--- src/hw/rtl/xor_shift_random_with_range_roll_assert.svh ---
// Assertion macros shared by the range-roll generator RTL.
// Expects a clock named clk and an active-low async reset named arst_n in scope.
`ifndef XOR_SHIFT_RANDOM_WITH_RANGE_ROLL_ASSERT_SVH
`define XOR_SHIFT_RANDOM_WITH_RANGE_ROLL_ASSERT_SVH

// Same-cycle implication.
`define XSRR_ASSERT_NOW(lbl, ante, cons, msg) \
	lbl: assert property (@(posedge clk) disable iff (!arst_n) (ante) |-> (cons)) \
		else $error(msg);

// Next-cycle implication.
`define XSRR_ASSERT_NXT(lbl, ante, cons, msg) \
	lbl: assert property (@(posedge clk) disable iff (!arst_n) (ante) |=> (cons)) \
		else $error(msg);

`endif

--- src/hw/rtl/xsrr_pkg.sv ---
// Package for the range-roll generator: constants, action codes, step function
// and the control structs between the top level and the remainder unit. No dependencies.
package xsrr_pkg;

	localparam int unsigned StateW = 32;
	localparam int unsigned RawW   = 31;
	localparam int unsigned CntW   = $clog2(RawW);

	localparam logic [StateW-1:0] MixConst  = 32'h65AC9365;
	localparam logic [StateW-1:0] Low31Mask = 32'h7FFFFFFF;
	localparam logic [StateW-1:0] SeedReset = 32'h12345678;

	localparam logic [1:0] ActNext = 2'd0;
	localparam logic [1:0] ActRoll = 2'd1;
	localparam logic [1:0] ActLoad = 2'd2;

	typedef struct packed {
		logic            start;
		logic [RawW-1:0] dividend;
		logic [RawW-1:0] divisor;
	} rem_req_t;

	typedef struct packed {
		logic busy;
		logic done;
	} rem_stat_t;

	// One generator step: XOR with the constant shifted right by the low two state bits, then shift-mix.
	function automatic logic [StateW-1:0] step(input logic [StateW-1:0] s);
		logic [StateW-1:0] t;
		t = s ^ (MixConst >> s[1:0]);
		return (t >> 4) ^ (t >> 3) ^ (t << 3) ^ (t << 4) ^ t;
	endfunction

endpackage

--- src/hw/rtl/xsrr_in_if.sv ---
// Request channel of the range-roll generator: valid/ready plus request fields.
// Standalone; no package dependency.
interface xsrr_in_if;
	logic               valid;
	logic               ready;
	logic [1:0]         action;
	logic [31:0]        load_value;
	logic signed [31:0] range_low;
	logic signed [31:0] range_high;

	modport source (output valid, action, load_value, range_low, range_high, input ready);
	modport sink   (input valid, action, load_value, range_low, range_high, output ready);
endinterface

--- src/hw/rtl/xsrr_out_if.sv ---
// Result channel of the range-roll generator: valid/ready plus result fields.
// Standalone; no package dependency.
interface xsrr_out_if;
	logic               valid;
	logic               ready;
	logic signed [31:0] value;
	logic [31:0]        state_now;
	logic               bad_range;

	modport source (output valid, value, state_now, bad_range, input ready);
	modport sink   (input valid, value, state_now, bad_range, output ready);
endinterface

--- src/hw/rtl/xsrr_rem.sv ---
// Bit-serial restoring remainder unit: one compare/subtract per cycle over the RawW dividend bits.
// Uses xsrr_pkg and the assertion macro header.
`include "xor_shift_random_with_range_roll_assert.svh"

module xsrr_rem (
	input  logic                clk,
	input  logic                arst_n,
	input  xsrr_pkg::rem_req_t  req,
	output xsrr_pkg::rem_stat_t stat,
	output logic [xsrr_pkg::RawW-1:0] remainder
);

	logic                        busy_q;
	logic                        done_q;
	logic [xsrr_pkg::CntW-1:0]   cnt_q;
	logic [xsrr_pkg::RawW-1:0]   dvd_q;
	logic [xsrr_pkg::RawW-1:0]   dsr_q;
	logic [xsrr_pkg::RawW-1:0]   rem_q;

	logic [xsrr_pkg::RawW:0]     trial;
	logic [xsrr_pkg::RawW+1:0]   diff;

	// shift next dividend bit in, try the subtract; borrow means keep trial
	assign trial = {rem_q, dvd_q[xsrr_pkg::RawW-1]};
	assign diff  = {1'b0, trial} - {2'b00, dsr_q};

	always_ff @(posedge clk or negedge arst_n) begin
		if (!arst_n) begin
			busy_q <= 1'b0;
			done_q <= 1'b0;
			cnt_q  <= '0;
		end else begin
			done_q <= 1'b0;
			if (req.start) begin
				busy_q <= 1'b1;
				cnt_q  <= xsrr_pkg::CntW'(xsrr_pkg::RawW - 1);
			end else if (busy_q) begin
				if (cnt_q == '0) begin
					busy_q <= 1'b0;
					done_q <= 1'b1;
				end else begin
					cnt_q <= cnt_q - 1'b1;
				end
			end
		end
	end

	always_ff @(posedge clk) begin
		if (req.start) begin
			dvd_q <= req.dividend;
			dsr_q <= req.divisor;
			rem_q <= '0;
		end else if (busy_q) begin
			dvd_q <= dvd_q << 1;
			if (diff[xsrr_pkg::RawW+1])
				rem_q <= trial[xsrr_pkg::RawW-1:0];
			else
				rem_q <= diff[xsrr_pkg::RawW-1:0];
		end
	end

	assign stat.busy = busy_q;
	assign stat.done = done_q;
	assign remainder = rem_q;

	`XSRR_ASSERT_NOW(a_rem_bound, busy_q, rem_q < dsr_q, "partial remainder reached divisor")
	`XSRR_ASSERT_NXT(a_start_busy, req.start, busy_q, "unit not busy after start")
	`XSRR_ASSERT_NXT(a_done_pulse, done_q, !done_q && !busy_q, "done not a single pulse")

endmodule

--- src/hw/rtl/xor_shift_random_with_range_roll.sv ---
// Range-roll random generator, top level. A request is taken only while the block
// is idle (ready high). Next, load, unused codes and rolls with a span below one
// register their result and go to the output step (S_OUT). A roll with a valid
// span first runs the 31-bit raw value through the bit-serial remainder unit in
// S_DIV, one bit per cycle, and then goes to S_OUT. The output step loads the result
// into an output register when that is free and returns to idle, so a new request is
// taken while the previous result still waits for its transfer; the new result then
// holds in its output step until that register frees.
// Depends on xsrr_pkg, xsrr_in_if, xsrr_out_if, xsrr_rem and the assertion header.
`include "xor_shift_random_with_range_roll_assert.svh"

module xor_shift_random_with_range_roll (
	input  logic        clk,
	input  logic        arst_n,
	xsrr_in_if.sink     req,
	xsrr_out_if.source  rsp
);

	typedef enum logic [1:0] {S_IDLE, S_DIV, S_OUT} state_t;

	state_t                        state_q;
	logic [xsrr_pkg::StateW-1:0]   gen_q;
	logic [31:0]                   lo_q;
	logic [31:0]                   res_value_q;
	logic                          res_bad_q;
	logic                          roll_q;
	logic                          out_valid_q;
	logic [31:0]                   out_value_q;
	logic [31:0]                   out_state_q;
	logic                          out_bad_q;

	logic                          accept;
	logic [xsrr_pkg::StateW-1:0]   nxt;
	logic [31:0]                   span;
	logic                          span_bad;
	logic                          out_free;
	logic [31:0]                   roll_sum;
	xsrr_pkg::rem_req_t            rem_req;
	xsrr_pkg::rem_stat_t           rem_stat;
	logic [xsrr_pkg::RawW-1:0]     rem_val;

	assign req.ready = (state_q == S_IDLE);
	assign accept    = req.valid && req.ready;
	assign nxt       = xsrr_pkg::step(gen_q);
	assign span      = req.range_high - req.range_low + 32'd1;
	assign span_bad  = (span == '0) || span[31];
	assign out_free  = !out_valid_q || rsp.ready;
	assign roll_sum  = lo_q + {1'b0, rem_val};

	assign rem_req.start    = accept && (req.action == xsrr_pkg::ActRoll) && !span_bad;
	assign rem_req.dividend = nxt[xsrr_pkg::RawW-1:0];
	assign rem_req.divisor  = span[xsrr_pkg::RawW-1:0];

	xsrr_rem u_rem (
		.clk       (clk),
		.arst_n    (arst_n),
		.req       (rem_req),
		.stat      (rem_stat),
		.remainder (rem_val)
	);

	always_ff @(posedge clk or negedge arst_n) begin
		if (!arst_n) begin
			state_q     <= S_IDLE;
			gen_q       <= xsrr_pkg::SeedReset;
			out_valid_q <= 1'b0;
			roll_q      <= 1'b0;
			res_bad_q   <= 1'b0;
		end else begin
			// in S_OUT a taken result is replaced by the new one below
			if (out_valid_q && rsp.ready && state_q != S_OUT)
				out_valid_q <= 1'b0;
			case (state_q)
				S_IDLE: begin
					if (accept) begin
						roll_q      <= 1'b0;
						res_bad_q   <= 1'b0;
						res_value_q <= '0;
						lo_q        <= req.range_low;
						state_q     <= S_OUT;
						case (req.action)
							xsrr_pkg::ActNext: begin
								gen_q       <= nxt;
								res_value_q <= nxt & xsrr_pkg::Low31Mask;
							end
							xsrr_pkg::ActRoll: begin
								gen_q <= nxt;
								if (span_bad) begin
									res_value_q <= req.range_low;
									res_bad_q   <= 1'b1;
								end else begin
									roll_q  <= 1'b1;
									state_q <= S_DIV;
								end
							end
							xsrr_pkg::ActLoad: begin
								gen_q <= req.load_value;
							end
							default: begin
							end
						endcase
					end
				end
				S_DIV: begin
					if (rem_stat.done)
						state_q <= S_OUT;
				end
				S_OUT: begin
					if (out_free) begin
						out_valid_q <= 1'b1;
						out_value_q <= roll_q ? roll_sum : res_value_q;
						out_state_q <= gen_q;
						out_bad_q   <= res_bad_q;
						state_q     <= S_IDLE;
					end
				end
				default: state_q <= S_IDLE;
			endcase
		end
	end

	assign rsp.valid     = out_valid_q;
	assign rsp.value     = out_value_q;
	assign rsp.state_now = out_state_q;
	assign rsp.bad_range = out_bad_q;

	`XSRR_ASSERT_NOW(a_busy_in_div, rem_stat.busy, state_q == S_DIV, "remainder unit busy outside divide")
	`XSRR_ASSERT_NOW(a_done_in_div, rem_stat.done, state_q == S_DIV && roll_q, "remainder done unexpectedly")
	`XSRR_ASSERT_NXT(a_out_load, state_q == S_OUT && out_free, rsp.valid && state_q == S_IDLE, "result not registered")

endmodule

--- src/flat_wrapper.sv ---
// flat-port wrapper written by rule: the top's interface ports become plain ports
module xor_shift_random_with_range_roll_flat 
  (clk, arst_n, req_valid, req_action, req_load_value, req_range_low, req_range_high, req_ready, rsp_valid, rsp_value, rsp_state_now, rsp_bad_range, rsp_ready);
  xsrr_in_if req_i ();
  xsrr_out_if rsp_i ();
  input  logic clk;
  input  logic arst_n;
  input wire logic [$bits(req_i.valid)-1:0] req_valid;
  input wire logic [$bits(req_i.action)-1:0] req_action;
  input wire logic [$bits(req_i.load_value)-1:0] req_load_value;
  input wire logic [$bits(req_i.range_low)-1:0] req_range_low;
  input wire logic [$bits(req_i.range_high)-1:0] req_range_high;
  output wire logic [$bits(req_i.ready)-1:0] req_ready;
  output wire logic [$bits(rsp_i.valid)-1:0] rsp_valid;
  output wire logic [$bits(rsp_i.value)-1:0] rsp_value;
  output wire logic [$bits(rsp_i.state_now)-1:0] rsp_state_now;
  output wire logic [$bits(rsp_i.bad_range)-1:0] rsp_bad_range;
  input wire logic [$bits(rsp_i.ready)-1:0] rsp_ready;
  assign req_i.valid = req_valid;
  assign req_i.action = req_action;
  assign req_i.load_value = req_load_value;
  assign req_i.range_low = req_range_low;
  assign req_i.range_high = req_range_high;
  assign req_ready = req_i.ready;
  assign rsp_valid = rsp_i.valid;
  assign rsp_value = rsp_i.value;
  assign rsp_state_now = rsp_i.state_now;
  assign rsp_bad_range = rsp_i.bad_range;
  assign rsp_i.ready = rsp_ready;
  xor_shift_random_with_range_roll u_core (.clk(clk), .arst_n(arst_n), .req(req_i), .rsp(rsp_i));
endmodule
--- config.mk ---
export PLATFORM = sky130hd
export DESIGN_NAME = xor_shift_random_with_range_roll_flat
export DESIGN_NICKNAME = d
export VERILOG_FILES = /design/src/hw/rtl/xsrr_pkg.sv /design/src/hw/rtl/xsrr_in_if.sv /design/src/hw/rtl/xsrr_out_if.sv /design/src/hw/rtl/xsrr_rem.sv /design/src/hw/rtl/xor_shift_random_with_range_roll.sv /design/src/flat_wrapper.sv
export VERILOG_INCLUDE_DIRS = /design/src /design/src/hw/rtl
export SDC_FILE = /design/constraint.sdc
export NUM_CORES = 1
export LEC_CHECK = 0
export ABC_AREA = 1
export BUFFER_PORTS_ARGS = -buffer_cell sky130_fd_sc_hd__buf_2
export CAP_MARGIN = 20
export CORE_ASPECT_RATIO = 1.25
export CORE_MARGIN = 2
export CORE_UTILIZATION = 55
export CTS_CLUSTER_SIZE = 10
export DETAILED_ROUTE_END_ITERATION = 10
export PLACE_DENSITY = 0.89
export SETUP_SLACK_MARGIN = 0.2
export SYNTH_ARGS = -nofsm -noshare
export SYNTH_HDL_FRONTEND = slang
export SYNTH_SLANG_ARGS = --single-unit
--- constraint.sdc ---
create_clock -name clk -period 5.3 [get_ports clk]
set_input_delay 1.06 -clock clk [delete_from_list [all_inputs] [get_ports clk]]
set_output_delay 1.06 -clock clk [all_outputs]
set_load 0.02 [all_outputs]
### Word level (Yosys, flattened, before mapping)

Index checks and enable logic that the tools add are counted.

| operators by class | value |
|---|---|
| add/subtract/negate cells | 5 |
| equal/unequal tests | 9 |
| shifts and indexed selects | 1 |
| mux-type cells | 29 |
| bitwise logic cells | 5 |
| reduce and logical (&&, ||, !) cells | 22 |

Operators by type and width:

| operator | count |
|---|---|
| $pmux W32 S2 | 2 |
| $xor A32 B32 Y32 | 4 |
| $mux W31 | 3 |
| $mux W32 | 2 |
| $sub A32 B31 Y33 | 1 |
| $add A32 B1 Y32 const B | 1 |
| $add A32 B31 Y32 | 1 |
| $logic_not A32 Y1 | 1 |
| $shr A31 B2 Y32 const A | 1 |
| $sub A32 B32 Y32 | 1 |
| $xor A28 B29 Y29 | 1 |
| $mux W5 | 3 |
| $mux W1 | 13 |
| $reduce_and A3 Y1 | 4 |
| $mux W2 | 5 |
| $ne A2 B2 Y1 const B | 3 |
| $pmux W2 S3 | 1 |
| $logic_and A1 B1 Y1 | 5 |
| $logic_not A5 Y1 | 1 |
| $sub A5 B1 Y5 const B | 1 |
| $eq A2 B1 Y1 const B | 2 |
| $eq A2 B2 Y1 const B | 2 |
| $logic_not A2 Y1 | 2 |
| $ne A2 B1 Y1 const B | 2 |
| 5 further kinds | 9 |

| storage, ports and cells | value |
|---|---|
| flip-flop bits (word level) | 266 |
| output and inout port bits | 67 |
| logic and storage cells | 87 |

### Depth between registers and ports, before layout

| depth | value |
|---|---|
| word-level depth | 8 |
| gate-level depth with buffers | 24 |

### Cells and area by module

A second synthesis with hierarchy kept.

| unflattened totals | value |
|---|---|
| cells, all modules | 2569 |
| area, all modules | 19228.4 sq um |

Modules (own cells, without submodules):

| module | instances | cells each | area an instance (sq um) |
|---|---|---|---|
| xor_shift_random_with_range_roll | 1 | 1597 | 12514.5 |
| xsrr_rem | 1 | 972 | 6713.9 |

### Worst setup path before layout

No wires, ideal clock.

| timing path | value |
|---|---|
| kind | input -> register |
| start | input port arst_n |
| end | register u_core.out_bad_q (netlist: u_core.rsp.bad_range), enable pin |
| setup time | 568 ps |
| arrival time | 5530 ps |
| data required time | 4732 ps |
| path slack | -797 ps |
| stages | 2 |
| buffers on the path | 0 |
| cell sequence | inv_1 nor3_1 |

| on the way | value |
|---|---|
| cells in the longest elaborated chain, start to end | 1 |

RTL lines:

| what | line | RTL |
|---|---|---|
| from (decl) | flat_wrapper.sv:7 | `input logic arst_n;` |
| $reduce_and A3 Y1 (no line) | - |  |
| to (signal assigned) | xor_shift_random_with_range_roll.sv:113 | `out_bad_q <= res_bad_q;` |
| to (decl) | xor_shift_random_with_range_roll.sv:30 | `logic out_bad_q;` |

Every way passes these cells.
A chain may end at the register's enable or synchronous reset.

### Final worst setup path

| timing path | value |
|---|---|
| start | input port req_range_low[1] |
| end | register u_core.u_rem.dvd_q[19] in the netlist's numbering, data pin |

| on the way | value |
|---|---|
| cells in the longest elaborated chain, start to end | 7 |

RTL lines:

| what | line | RTL |
|---|---|---|
| from (decl) | flat_wrapper.sv:11 | `input wire logic [$bits(req_i.range_low)-1:0] req_range_low;` |
| $sub A32 B32 Y32 * | xor_shift_random_with_range_roll.sv:45 | `assign span = req.range_high - req.range_low + 32'd1;` |
| $add A32 B1 Y32 * | xor_shift_random_with_range_roll.sv:45 |  |
| $logic_not A32 Y1 | xor_shift_random_with_range_roll.sv:46 | `assign span_bad = (span == '0) \|\| span[31];` |
| $logic_or A1 B1 Y1 * | xor_shift_random_with_range_roll.sv:46 |  |
| $logic_not A1 Y1 * | xor_shift_random_with_range_roll.sv:50 | `assign rem_req.start = accept && (req.action == xsrr_pkg::ActRoll) && !span_bad;` |
| $logic_and A1 B1 Y1 * | xor_shift_random_with_range_roll.sv:50 |  |
| $mux W31 * | xsrr_rem.sv:49 | `if (req.start) begin` |
| to (signal assigned) | xsrr_rem.sv:50 | `dvd_q <= req.dividend;` |
| to (signal assigned) | xsrr_rem.sv:54 | `dvd_q <= dvd_q << 1;` |
| to (decl) | xsrr_rem.sv:16 | `logic [xsrr_pkg::RawW-1:0] dvd_q;` |

Every way passes the cells marked *; elsewhere a longest branch is shown, timed or not.

==> run metrics <==
adder and majority gate portion of the synthesized area=~9.0%; hold slack final=approximately 0.47 ns; synthesized area divided by synthesized cell count=~7.7 um^2; io pins=around 170; max-slew violation total from the final report=0; iteration-0 DRC count of the detailed router=about 1600; cell at the slowest stage of the critical path=sky130_fd_sc_hd__buf_4; #FFs+latches synth=266; CP Buf/Inv Count=5; classification of the worst setup path=primary input to flop; most frequent cell on the critical path=sky130_fd_sc_hd__nand2_1; number of antenna-violating nets in the routed design=0; Yosys cell types=47; Die Y=209 um; H-Tree Depth=1; Die Footprint=about 35000 um^2; setup repair after global routing missed its margin=false; Ys Warns=0; routed length per placed instance=roughly 19 um; drc violations=0; count of instances resized after the clock tree is built=0; Std-Cell Core Area=about 33000 um^2; post-synthesis sequential area ratio=between 40% and 50%; Fin Clk Skew=a little over 0.02 ns; Worst EP arrival=approximately 4.5 ns; clock root buffer=sky130_fd_sc_hd__clkbuf_16; Net Count, Synth=~2600; Post-CTS Setup Bufs=0; Syn-to-layout area delta=11.7%; maximum VDD drop=0.000767 V; number of buffers added by the clock tree synthesis step=31; global placer's final weighted congestion=~1; final-layout fill cell count=2774; total half-perimeter wirelength after legalization and detailed placement=about 44000 um; via count of the first global-routing pass=about 17000; type of the most critical hold path=flop to flop; Slew Limit Headroom=between 30% and 40%; # setup viols final=0; total number of vias=between 15000 and 20000; top fanout value on the critical path=62; run status=finished clean; maximum number of buffers from clock root to sink=3; Detailed Routing Iterations Pass 1=8; max-cap viol count=0; multiplexer share of the synthesized area=0%; Pwr Density=just over 600 nW/um^2; main combinational cell family by area after synthesis=simple AND/OR/NAND/NOR gates; Worst Max-Slew Pin Slew=roughly 0.92 ns; Final min period=approximately 4.0 ns; antenna diode count=0; endpoint class of the critical path=flop; row count=between 70 and 80; static leakage=between 10 and 15 nW; antenna violations before repair=1; Gate Count Post-Synth=around 2400; Synth async-reset ratio=between 15 and 20%; Achievable Freq=between 200 and 250 MHz; critical path startpoint category=primary input; top flip-flop cell by instance count after synthesis=sky130_fd_sc_hd__edfxtp_1; share of post-route cells with drive strength above 1=10.7%; wire length of the first global-routing pass=88100 um; clock latency on the worst-skew pair=just under 0.6 ns; initial core utilization=between 50 and 60%; compound-gate portion of the synthesized area=under 10%; parity-gate share of the synthesized area counting xor and xnor cells=7.52%; drt via density=approximately 5.6; crit-path cells=buf_2 > ha_1 > inv_1 > ha_1 > inv_1 > fa_1 > inv_1 > nand3_1 > nand2_1 > nand2_1 > nand2_1 > nand2_1 > nand2_1 > nand2_1 > nand2_1 > nand3_1 > nor2_1 > nand2_1 > nor2_1 > nand2_2 > nand3_4 > buf_4 > nand2_1 > nand2_1; number of enable-type register cells in the synthesized netlist=191; top cell family by delay on the critical path=simple AND/OR/NAND/NOR gates; clock slew at reported path FFs=around 0.060 ns; final worst-path cycle share=roughly 76%; count of hold-fix buffers inserted at cts=0; final hold violation count=0; CTS tree=done; grt ovf=0; post-synthesis instance area=around 19000 um^2; sum of negative setup slack=0 ns; count of nets after finishing=about 2800; required arrival time at the worst endpoint=just under 6 ns; fin util=62.0%; CTS sink count=roughly 270; total wirelength of the detailed-routed design=55800 um; basic-gate share of the synthesized area counting and, or, nand and nor cells=about a quarter; width of the die=168 um; highest cell delay on the worst timing path=slightly below 0.6 ns; GR Util All Layers=a little under a third; maximum number of pins on one net before global-route repair=65; count of buffers from port buffering=about 170
per-layer routing:
metal	wire length (um)	global-route usage [%]	share of wire (%)	vias up
met4	3730	18.7	6.7	2
met1	20900	36.8	38	7859
met3	3770	4.45	6.8	203
met2	27300	56.1	49	774
li1	-	-	-	8109
met5	13	0	0.023	-
state kept, by name, indices dropped and copies added (netlist names), 2 cells and up:
register                count
u_core.u_rem.dsr_q         31
u_core.lo_q                32
u_core.rsp.state_now       32
u_core.res_value_q         32
u_core.u_rem.remainder     31
u_core.rsp.value           32
u_core.u_rem.dvd_q         31
u_core.gen_q               32
u_core.u_rem.cnt_q          5
u_core.state_q              2
path summary, 6_finish.rpt:
path | start | to | slack [ns] | depth (start not counted)
setup / recovery | req_range_low[1] | u_core.u_rem.dvd_q[19] | 1.25 | 24
hold / removal | u_core.res_bad_q | u_core.rsp.bad_range | 0.47 | 0
setup reg to reg | u_core.u_rem.dvd_q[30] | u_core.u_rem.remainder[0] | 1.49 | 20
hold reg to reg | u_core.res_bad_q | u_core.rsp.bad_range | 0.47 | 0
max in group asynchronous | arst_n | u_core.gen_q[1] | 4.34 | 2
min in group asynchronous | arst_n | u_core.gen_q[29] | 0.55 | 2
area by class of cell:
cell class,count,area [um^2],share of cell area (%)
well taps,423,529,2.56
clock inverters,4,36.3,0.175
repair buffers,187,1010,4.88
flip-flops and latches,266,7470,36.1
inverters,360,1350,6.53
clock buffers,54,872,4.21
multi-input cells,1712,9430,45.5
placed cells by master (no fill, tap or decap), types with 4 or more instances in the layout:
master / instances
sky130_fd_sc_hd__o21ai_0: 131
sky130_fd_sc_hd__nand2_1: 685
sky130_fd_sc_hd__o21ai_1: 7
sky130_fd_sc_hd__a21oi_1: 98
sky130_fd_sc_hd__nand3_1: 142
sky130_fd_sc_hd__clkbuf_16: 31
sky130_fd_sc_hd__xnor2_1: 70
sky130_fd_sc_hd__inv_1: 358
sky130_fd_sc_hd__o21bai_1: 9
sky130_fd_sc_hd__nor3_1: 18
sky130_fd_sc_hd__xor2_1: 86
sky130_fd_sc_hd__clkbuf_1: 22
sky130_fd_sc_hd__nor2_1: 183
sky130_fd_sc_hd__o22ai_1: 5
sky130_fd_sc_hd__nor2_2: 6
sky130_fd_sc_hd__dfstp_2: 13
sky130_fd_sc_hd__nand4_1: 44
sky130_fd_sc_hd__buf_2: 168
sky130_fd_sc_hd__a21boi_0: 4
sky130_fd_sc_hd__dfrtp_1: 31
sky130_fd_sc_hd__or2_2: 12
sky130_fd_sc_hd__nand2_2: 8
sky130_fd_sc_hd__edfxtp_1: 191
sky130_fd_sc_hd__nand3b_1: 14
sky130_fd_sc_hd__ha_1: 128
sky130_fd_sc_hd__buf_4: 17
sky130_fd_sc_hd__a31o_2: 4
sky130_fd_sc_hd__a21o_1: 14
sky130_fd_sc_hd__dfxtp_1: 31
sky130_fd_sc_hd__a31oi_1: 9
sky130_fd_sc_hd__o21a_1: 6
logic make-up after synthesis:
group / count (synthesis)
AO/OA/AOI/OAI: 298
XOR/XNOR: 157
adder cells (fa/ha/maj): 131
buffers and inverters: 420
flip-flops: 266
AND/OR/NAND/NOR: 1126
where the power goes:
group	internal, mW	leakage, nW	switching [mW]
Sequential	3.05	2.54	0.332
Clock	1.11	0.437	0.863
Combinational	2.32	7.43	5.14
worst reg2reg max path, stage by stage (launching register included):
cell and delay, ns:
sky130_fd_sc_hd__edfxtp_1 0.45, sky130_fd_sc_hd__inv_1 0.07, sky130_fd_sc_hd__ha_1 0.22, sky130_fd_sc_hd__fa_1 0.42
sky130_fd_sc_hd__inv_1 0.08, sky130_fd_sc_hd__nand3_1 0.06, sky130_fd_sc_hd__nand3_1 0.19, sky130_fd_sc_hd__inv_1 0.11
sky130_fd_sc_hd__nor2_1 0.10, sky130_fd_sc_hd__nor2_1 0.07, sky130_fd_sc_hd__o21ai_1 0.33, sky130_fd_sc_hd__nand2_1 0.09
sky130_fd_sc_hd__inv_1 0.09, sky130_fd_sc_hd__o21ai_1 0.07, sky130_fd_sc_hd__nand2_1 0.43, sky130_fd_sc_hd__buf_4 0.32
sky130_fd_sc_hd__buf_4 0.26, sky130_fd_sc_hd__nor2_1 0.07, sky130_fd_sc_hd__o21ai_0 0.17, sky130_fd_sc_hd__nand2_1 0.07
sky130_fd_sc_hd__inv_1 0.08
synthesized netlist by cell type, types with 2 or more instances:
library cell	number	area, um^2
sky130_fd_sc_hd__a21boi_0	4	30.0
sky130_fd_sc_hd__clkbuf_1	32	120
sky130_fd_sc_hd__nand3_1	142	711
sky130_fd_sc_hd__nor4_1	3	18.8
sky130_fd_sc_hd__or2_2	12	75.1
sky130_fd_sc_hd__o21a_1	6	45.0
sky130_fd_sc_hd__nand4_1	44	275
sky130_fd_sc_hd__dfstp_2	13	342
sky130_fd_sc_hd__nand2_2	8	50.1
sky130_fd_sc_hd__a31oi_1	9	56.3
sky130_fd_sc_hd__o221ai_1	2	17.5
sky130_fd_sc_hd__nor2_2	2	12.5
sky130_fd_sc_hd__nand3_2	3	30.0
sky130_fd_sc_hd__a21oi_1	99	495
sky130_fd_sc_hd__dfrtp_1	31	776
sky130_fd_sc_hd__nor3_1	19	95.1
sky130_fd_sc_hd__o211ai_1	3	22.5
sky130_fd_sc_hd__o31ai_1	3	22.5
sky130_fd_sc_hd__inv_1	358	1340
sky130_fd_sc_hd__nand2_1	685	2570
sky130_fd_sc_hd__buf_6	9	101
sky130_fd_sc_hd__nor2_1	188	706
sky130_fd_sc_hd__ha_1	128	1600
sky130_fd_sc_hd__a21o_1	14	105
sky130_fd_sc_hd__edfxtp_1	191	5740
sky130_fd_sc_hd__nand3b_1	14	105
sky130_fd_sc_hd__buf_1	3	11.3
sky130_fd_sc_hd__fa_1	3	60.1
sky130_fd_sc_hd__xnor2_1	70	613
sky130_fd_sc_hd__o22ai_1	5	31.3
sky130_fd_sc_hd__buf_2	15	75.1
sky130_fd_sc_hd__o21bai_1	9	67.6
sky130_fd_sc_hd__a31o_2	4	35.0
sky130_fd_sc_hd__o21ai_1	7	35.0
sky130_fd_sc_hd__and2_1	3	18.8
sky130_fd_sc_hd__o21ai_0	131	656
sky130_fd_sc_hd__dfxtp_1	31	621
sky130_fd_sc_hd__xor2_1	86	753
through the flow:
step	cells	total power [mW]	instance area [um^2]	setup WS (ns)
detailed placement	2948	10.6	19800	0.704
global route	3006	13.6	20700	0.934
global placement	2946	10.3	19700	0.844
finish	3006	12.8	20700	1.25
floorplan	2398	8.41	18500	0.887
CTS	3006	12.6	20700	1.29
Note: power is estimated with default switching activity, not from simulation.
